--- src/rtl/core/bmsb_pkg.sv ---
// bmsb_pkg: shared types and constants for the masked span blitter
// holds word sizes, command codes and the request/response word structs
// no dependencies
package bmsb_pkg;

	localparam int WORD_BITS = 32;
	localparam int MAX_SPAN  = 1024;
	localparam int POS_W     = $clog2(WORD_BITS);
	localparam int CNT_W     = $clog2(WORD_BITS + 1);
	localparam int SPAN_W    = $clog2(MAX_SPAN + 1);

	typedef enum logic {
		CMD_START = 1'b0,
		CMD_DATA  = 1'b1
	} cmd_t;

	typedef enum logic {
		MODE_COLOR = 1'b0,
		MODE_MASK  = 1'b1
	} plane_mode_t;

	typedef struct packed {
		cmd_t                 command;
		plane_mode_t          plane_mode;
		logic [4:0]           dest_bit_start;
		logic [4:0]           src_bit_start;
		logic [10:0]          span_bits;
		logic [31:0]          dest_word;
		logic [31:0]          color_word;
		logic [31:0]          mask_word;
	} req_word_t;

	typedef struct packed {
		logic [31:0] new_dest_word;
		logic        last_word;
	} rsp_word_t;

endpackage

--- src/rtl/core/bitplane_masked_span_blit_core.sv ---
// bitplane_masked_span_blit_core: masked span blitter for one scanline of a 1-bit plane
// depends on bmsb_pkg and bmsb_funnel
//
// usage: words enter on req (valid/ready) and leave on rsp (valid/ready).
// a start word (command CMD_START) latches mode, bit starts and span length and
// primes the source funnel with its colour and mask words; it gives no response.
// each data word carries a destination word plus the next colour and mask words
// and, while a span is running, gives one response with the updated destination
// word; last_word marks the final word of the span. data words while idle are
// dropped without a response.
// a data word is taken into the input register; once the output register is free,
// its response word is loaded there and rsp_valid rises. throughput: one word per
// cycle while rsp is not stalled, set by the single pass through the funnel
// shifters and span mask between the two registers.
// a stalled rsp holds its word in the output register; as soon as the input
// register holds a data word of a running span behind it, req_ready drops in the
// same cycle, so a stall holds req off for as long as it lasts.
// reset: span idle, held source words and counters cleared, no words in flight.
module bitplane_masked_span_blit_core
	import bmsb_pkg::*;
(
	input  logic      clk,
	input  logic      arst_n,
	input  logic      req_valid,
	output logic      req_ready,
	input  req_word_t req,
	output logic      rsp_valid,
	input  logic      rsp_ready,
	output rsp_word_t rsp
);

	// input stage
	logic      valid_s1;
	req_word_t req_s1;

	// span state
	logic [WORD_BITS-1:0] held_color_q;
	logic [WORD_BITS-1:0] held_mask_q;
	logic [SPAN_W-1:0]    bits_left_q;
	logic [POS_W-1:0]     align_shift_q;
	logic [POS_W-1:0]     first_bit_pos_q;
	plane_mode_t          mode_q;
	logic                 span_active_q;

	// output stage
	logic      rsp_valid_q;
	rsp_word_t rsp_q;

	logic                 is_start;
	logic                 makes_rsp;
	logic                 out_free;
	logic                 advance;
	logic [WORD_BITS-1:0] color_al;
	logic [WORD_BITS-1:0] mask_al;
	logic [CNT_W-1:0]     room;
	logic [CNT_W-1:0]     count;
	logic [WORD_BITS:0]   ones;
	logic [WORD_BITS-1:0] span_mask;
	logic [WORD_BITS-1:0] blended;
	logic [SPAN_W-1:0]    bits_next;
	logic [SPAN_W-1:0]    span_sat;

	assign is_start  = (req_s1.command == CMD_START);
	assign makes_rsp = valid_s1 && !is_start && span_active_q;
	assign out_free  = !rsp_valid_q || rsp_ready;
	assign advance   = valid_s1 && (!makes_rsp || out_free);
	assign req_ready = !valid_s1 || advance;

	bmsb_funnel u_color_funnel (
		.held     (held_color_q),
		.incoming (req_s1.color_word),
		.shift    (align_shift_q),
		.aligned  (color_al)
	);

	bmsb_funnel u_mask_funnel (
		.held     (held_mask_q),
		.incoming (req_s1.mask_word),
		.shift    (align_shift_q),
		.aligned  (mask_al)
	);

	// span bits within this destination word
	always_comb begin
		room = CNT_W'(WORD_BITS) - CNT_W'(first_bit_pos_q);
		if (SPAN_W'(room) > bits_left_q) begin
			count = CNT_W'(bits_left_q);
		end else begin
			count = room;
		end
		ones      = ({{WORD_BITS{1'b0}}, 1'b1} << count) - 1'b1;
		span_mask = ones[WORD_BITS-1:0] << first_bit_pos_q;
		blended   = req_s1.dest_word & mask_al;
		if (mode_q == MODE_COLOR) begin
			blended = blended | color_al;
		end
		bits_next = bits_left_q - SPAN_W'(count);
		if (req_s1.span_bits > SPAN_W'(MAX_SPAN)) begin
			span_sat = SPAN_W'(MAX_SPAN);
		end else begin
			span_sat = req_s1.span_bits;
		end
	end

	always_ff @(posedge clk or negedge arst_n) begin
		if (!arst_n) begin
			valid_s1 <= 1'b0;
		end else if (req_ready) begin
			valid_s1 <= req_valid;
		end
	end

	always_ff @(posedge clk) begin
		if (req_ready && req_valid) begin
			req_s1 <= req;
		end
	end

	always_ff @(posedge clk or negedge arst_n) begin
		if (!arst_n) begin
			held_color_q    <= '0;
			held_mask_q     <= '0;
			bits_left_q     <= '0;
			align_shift_q   <= '0;
			first_bit_pos_q <= '0;
			mode_q          <= MODE_COLOR;
			span_active_q   <= 1'b0;
		end else if (advance) begin
			if (is_start) begin
				held_color_q    <= req_s1.color_word;
				held_mask_q     <= req_s1.mask_word;
				bits_left_q     <= span_sat;
				align_shift_q   <= req_s1.src_bit_start - req_s1.dest_bit_start;
				first_bit_pos_q <= req_s1.dest_bit_start;
				mode_q          <= req_s1.plane_mode;
				span_active_q   <= (span_sat != '0);
			end else if (span_active_q) begin
				held_color_q    <= req_s1.color_word;
				held_mask_q     <= req_s1.mask_word;
				bits_left_q     <= bits_next;
				first_bit_pos_q <= '0;
				span_active_q   <= (bits_next != '0);
			end
		end
	end

	always_ff @(posedge clk or negedge arst_n) begin
		if (!arst_n) begin
			rsp_valid_q <= 1'b0;
		end else if (out_free) begin
			rsp_valid_q <= advance && makes_rsp;
		end
	end

	always_ff @(posedge clk) begin
		if (advance && makes_rsp) begin
			rsp_q.new_dest_word <= (req_s1.dest_word & ~span_mask) | (blended & span_mask);
			rsp_q.last_word     <= (bits_next == '0);
		end
	end

	assign rsp_valid = rsp_valid_q;
	assign rsp       = rsp_q;

`ifndef NO_ASSERTIONS
	a_active_matches_count: assert property (
		@(posedge clk) disable iff (!arst_n)
		span_active_q == (bits_left_q != '0)
	) else $error("span active flag disagrees with remaining bit count");

	a_span_bounded: assert property (
		@(posedge clk) disable iff (!arst_n)
		bits_left_q <= SPAN_W'(MAX_SPAN)
	) else $error("remaining bit count above maximum span");

	a_last_ends_span: assert property (
		@(posedge clk) disable iff (!arst_n)
		(advance && makes_rsp && (bits_next == '0)) |=> !span_active_q
	) else $error("span still active after its last word");

	a_data_realigns: assert property (
		@(posedge clk) disable iff (!arst_n)
		(advance && makes_rsp) |=> (first_bit_pos_q == '0)
	) else $error("first bit position not cleared after a data word");
`endif

endmodule

--- src/rtl/core/bmsb_funnel.sv ---
// bmsb_funnel: funnel shifter joining the held source word and the incoming one
// depends on bmsb_pkg
module bmsb_funnel
	import bmsb_pkg::*;
(
	input  logic [WORD_BITS-1:0] held,
	input  logic [WORD_BITS-1:0] incoming,
	input  logic [POS_W-1:0]     shift,
	output logic [WORD_BITS-1:0] aligned
);

	logic [2*WORD_BITS-1:0] window;

	// incoming word sits above the held word, shifted down by the alignment
	assign window  = {incoming, held} >> shift;
	assign aligned = window[WORD_BITS-1:0];

endmodule
--- config.mk ---
export PLATFORM = sky130hd
export DESIGN_NAME = bitplane_masked_span_blit_core
export DESIGN_NICKNAME = d
export VERILOG_FILES = /design/src/rtl/core/bmsb_pkg.sv /design/src/rtl/core/bitplane_masked_span_blit_core.sv /design/src/rtl/core/bmsb_funnel.sv
export SDC_FILE = /design/constraint.sdc
export NUM_CORES = 1
export LEC_CHECK = 0
export ABC_AREA = 1
export ABC_CLOCK_PERIOD_IN_PS = 15500
export BUFFER_PORTS_ARGS = -buffer_cell sky130_fd_sc_hd__buf_2
export CAP_MARGIN = 10
export CORE_MARGIN = 5
export CORE_UTILIZATION = 52
export DETAILED_ROUTE_END_ITERATION = 6
export PLACE_DENSITY = 0.73
export SYNTH_ARGS = -nofsm -noshare
export SYNTH_HDL_FRONTEND = slang
export SYNTH_SLANG_ARGS = --single-unit
--- constraint.sdc ---
create_clock -name clk -period 15.5 [get_ports clk]
set_clock_uncertainty 0.2 [all_clocks]
set_input_delay 3.1 -clock clk [delete_from_list [all_inputs] [get_ports clk]]
set_output_delay 3.1 -clock clk [all_outputs]
set_load 0.01 [all_outputs]
==> Implementation_results.wiki <==
{| class="wikitable"
! Metric !! Value
|-
| Yosys Warn Count || 0
|-
| Hold-fix buffer count after cts || 0
|-
| Most used cells in the layout excluding fill and tap cells || sky130_fd_sc_hd__nand2_1, sky130_fd_sc_hd__o21ai_0, sky130_fd_sc_hd__nand3_1, sky130_fd_sc_hd__inv_1, sky130_fd_sc_hd__buf_2
|-
| Count of max-cap constraint violations || 0
|-
| Share of cells above drive strength 1 || ~12%
|-
| Die area || about 0.038 mm²
|-
| Ordered list of cells on the worst path || buf_2 > nor2_1 > inv_1 > nor2_1 > inv_1 > buf_2
|-
| Post-layout util || between 50 and 60%
|-
| Setup crit start kind || input pin
|-
| Total overflow reported by the global router || 0
|-
| Most frequent standard cell in the layout excluding fill and tap cells || sky130_fd_sc_hd__nand2_1
|-
| Peak supply drop || roughly 0.00011 V
|-
| Per-cell routed wire length || 18.75 µm
|-
| Unrepaired setup endpoints after global routing || false
|-
| Maximum clock rate || ~130 MHz
|-
| Clock tree from TritonCTS || built
|-
| TNS Setup || 0 ns
|-
| Number of top-level design ports || roughly 160
|-
| Delay of the slowest cell on the worst path || 0.33 ns
|-
| Number of storage elements in the synthesis netlist || 241
|-
| Register-to-register path setup slack || between 8 and 9 ns
|-
| Ratio of final minimum period to clock period || a little under half
|-
| Combined global-route utilization of all metal layers || between 20% and 30%
|-
| Commonest register cell after synthesis || sky130_fd_sc_hd__edfxtp_1
|-
| Filler Cell Count || around 3.1k
|-
| Leakage power of the design || roughly 0.0092 µW
|-
| Max Fanout on Critical Path || 4
|-
| First-pass DRT Iterations || 6
|-
| Worst min-delay path category || reg2reg
|-
| Via count || around 18k
|-
| Wire length of the first global-routing pass || roughly 88 mm
|-
| Share of flip-flops with an asynchronous set or reset || between 30% and 40%
|-
| Largest net degree at the start of global routing || roughly 120
|-
| Min Tclk post-route || between 7 and 8 ns
|-
| Number of I/O port buffers || ~160
|-
| Buffers & Inverters on Critical Path || 4
|-
| Total Routed Length || around 56 mm
|-
| DRC errors left || 0
|-
| Worst Setup End Kind || output pin
|-
| Buffer type at the clock tree root || sky130_fd_sc_hd__clkbuf_16
|-
| Number of antenna violations at the first check in global routing || 1
|-
| Clock slew at the register clock pins of the worst setup and hold paths || approximately 0.05 ns
|-
| Data required time at the worst endpoint || 12.20 ns
|-
| Count of instances resized after the clock tree is built || 0
|-
| DRC violation total after the first TritonRoute iteration || approximately 2.3k
|-
| Number of distinct library cells after synthesis || 55
|-
| Clock net sink count || ~240
|-
| Insertion delay of the later-clocked pin in the worst-skew pair || around 0.57 ns
|-
| Power per cell area || between 150 and 200 mW/mm²
|-
| Count of buffers added by post-CTS timing repair for setup || 0
|-
| Post-Syn Area || 0.01770 mm²
|-
| DR vias/cell || about 6
|-
| Slowest-stage cell, CP || sky130_fd_sc_hd__nor2_1
|-
| Count of flip-flops with a built-in enable after synthesis || about 150
|-
| Run status || completed
|-
| Post-synthesis sequential area ratio || between 30% and 40%
|-
| Height of the chip || ~200 µm
|-
| H-tree levels || 1
|-
| Cell Count, Final, Fillers Out || ~3.0k
|-
| Final estimated routing congestion in global placement || around 1
|-
| Effective utilization at floorplan || between 50 and 60%
|-
| Vias in the first global route || ~16k
|-
| Rel. slew slack || about 20%
|-
| Post-layout nets || approximately 2.6k
|-
| Residual antenna-violating net count after detailed routing || 0
|-
| Instance count of the mapped netlist || 2,460
|-
| Final Setup Violations || 0
|-
| Die width || just under 200 µm
|-
| Top Family by Delay on Critical Path || simple AND/OR/NAND/NOR gates
|-
| Fin. max-slew vios || 0
|-
| Fin. Hold Viols || 0
|-
| Half-perimeter wire length after detailed placement || about 42 mm
|-
| Worst setup path category || in2out
|-
| Post-Synthesis Mean Instance Area || 7.195 µm²
|-
| CP arrival || between 4 and 5 ns
|-
| Clock buffer depth || 3
|-
| Core Box Area || between 0.03 and 0.04 mm²
|-
| Post-synthesis to final-layout area growth || 9.989%
|-
| Post-Place Cells || around 2.9k
|-
| Number of CTS-inserted buffers || 27
|-
| Transition time of the tightest slew-check pin || between 1 and 1.5 ns
|-
| Placement Rows || 67
|-
| Syn Nets || 2,602
|}
## report_power, final
part	internal (µW)	switching, µW	leakage [µW]
registers	784	80.5	0.00255
clock network	373	264	0.000428
logic	553	1250	0.00623
## per-stage QoR
stage                     setup slack [ns]  hold slack [ns]  total power, µW  area, µm²
after global routing                 7.996           0.2984             3542      19460
after CTS                            8.095           0.2487             3266      19460
after global placement               8.124           0.2254             2607      18580
after floorplan                      6.479           0.2184             2148      17700
final                                8.077           0.2452             3304      19470
after detailed placement             8.089           0.2251             2622      18580
## logic make-up (layout without fill, tap and decap cells)
group	after synthesis	in the layout	share of synthesized area (%)
flip-flops	241	241	38.37
buffers and inverters	336	401	7.366
multiplexers	94	94	5.316
AND/OR/NAND/NOR	1244	1244	30.54
adder cells (fa/ha/maj)	19	19	1.386
XOR/XNOR	17	17	0.8412
other	0	2	0
AO/OA/AOI/OAI	509	509	16.18
## registers in the layout (all words and copies together), names as in the netlist
register and count:
rsp 33, req_s1 119, bits_left_q 11, align_shift_q 5, valid_s1 1, mode_q 1, held_color_q 32, span_active_q 1
held_mask_q 32, rsp_valid 1, first_bit_pos_q 5
## synthesized netlist by cell type (3+ instances only)
| cell type | count | area share [%] |
|---|---|---|
| sky130_fd_sc_hd__nand2_1 | 761 | 16 |
| sky130_fd_sc_hd__buf_2 | 11 | 0.31 |
| sky130_fd_sc_hd__a22o_1 | 3 | 0.15 |
| sky130_fd_sc_hd__a21oi_1 | 38 | 1.1 |
| sky130_fd_sc_hd__nand3_1 | 308 | 8.7 |
| sky130_fd_sc_hd__clkbuf_1 | 118 | 2.5 |
| sky130_fd_sc_hd__or2_2 | 7 | 0.25 |
| sky130_fd_sc_hd__nor4_1 | 4 | 0.14 |
| sky130_fd_sc_hd__xor2_1 | 12 | 0.59 |
| sky130_fd_sc_hd__a22oi_1 | 5 | 0.21 |
| sky130_fd_sc_hd__dfrtp_1 | 89 | 13 |
| sky130_fd_sc_hd__o211ai_1 | 23 | 0.98 |
| sky130_fd_sc_hd__o22ai_1 | 28 | 0.99 |
| sky130_fd_sc_hd__buf_6 | 3 | 0.19 |
| sky130_fd_sc_hd__nor2_4 | 7 | 0.45 |
| sky130_fd_sc_hd__clkinv_1 | 5 | 0.11 |
| sky130_fd_sc_hd__mux2i_1 | 94 | 5.3 |
| sky130_fd_sc_hd__a221o_1 | 3 | 0.17 |
| sky130_fd_sc_hd__o21ai_2 | 3 | 0.15 |
| sky130_fd_sc_hd__nor3_1 | 9 | 0.25 |
| sky130_fd_sc_hd__buf_1 | 27 | 0.57 |
| sky130_fd_sc_hd__inv_1 | 158 | 3.4 |
| sky130_fd_sc_hd__ha_1 | 18 | 1.3 |
| sky130_fd_sc_hd__o21ai_1 | 26 | 0.74 |
| sky130_fd_sc_hd__nand3_2 | 19 | 1.1 |
| sky130_fd_sc_hd__edfxtp_1 | 152 | 26 |
| sky130_fd_sc_hd__a31oi_1 | 6 | 0.21 |
| sky130_fd_sc_hd__o31ai_1 | 5 | 0.21 |
| sky130_fd_sc_hd__o21ai_0 | 339 | 9.6 |
| sky130_fd_sc_hd__nand4_1 | 9 | 0.32 |
| sky130_fd_sc_hd__nand2_2 | 8 | 0.28 |
| sky130_fd_sc_hd__inv_2 | 12 | 0.25 |
| sky130_fd_sc_hd__nor2_1 | 88 | 1.9 |
| sky130_fd_sc_hd__xnor2_1 | 5 | 0.25 |
| sky130_fd_sc_hd__nor2_2 | 17 | 0.60 |
| sky130_fd_sc_hd__a32o_1 | 12 | 0.68 |
| sky130_fd_sc_hd__o21ai_4 | 3 | 0.28 |
| sky130_fd_sc_hd__a32oi_1 | 4 | 0.20 |
## worst paths after layout
kind / from / end / cells past startpoint
max: rsp_ready / req_ready / 6
min: req_s1[31] / held_mask_q[31] / 2
max reg2reg: first_bit_pos_q[0] / span_active_q / 24
min reg2reg: req_s1[31] / held_mask_q[31] / 2
max in group asynchronous: arst_n / align_shift_q[0] / 2
min in group asynchronous: arst_n / held_mask_q[3] / 1
## layout make-up
cell class | count | area, µm² | share of cell area [%]
repair buffers | 175 | 923.4 | 4.743
diodes | 2 | 5.005 | 0.02571
multi-input cells | 1883 | 9630 | 49.47
well taps | 448 | 560.5 | 2.879
clock inverters | 16 | 178.9 | 0.9191
flip-flops and latches | 241 | 6800 | 34.93
inverters | 176 | 666.9 | 3.426
clock buffers | 34 | 701.9 | 3.606
## worst register-to-register path: cells and delay by family, from the launching register on
kind	cells	cell delay (ns)
and+or+nand+nor	11	1.33
AOI/OAI and AO/OA	5	1.33
adders and majority gates	3	1.10
DFF	1	1.07
buffers and inverters	3	0.89
xor gates and xnor gates	2	0.55
## metal layers
layer  share of wire (%)  GRT usage, %
met2                  42         41.49
met5                   0             0
met3                  10         4.952
met4                 2.4         6.354
met1                  46         44.40
Note: power is estimated with default switching activity, not from simulation.
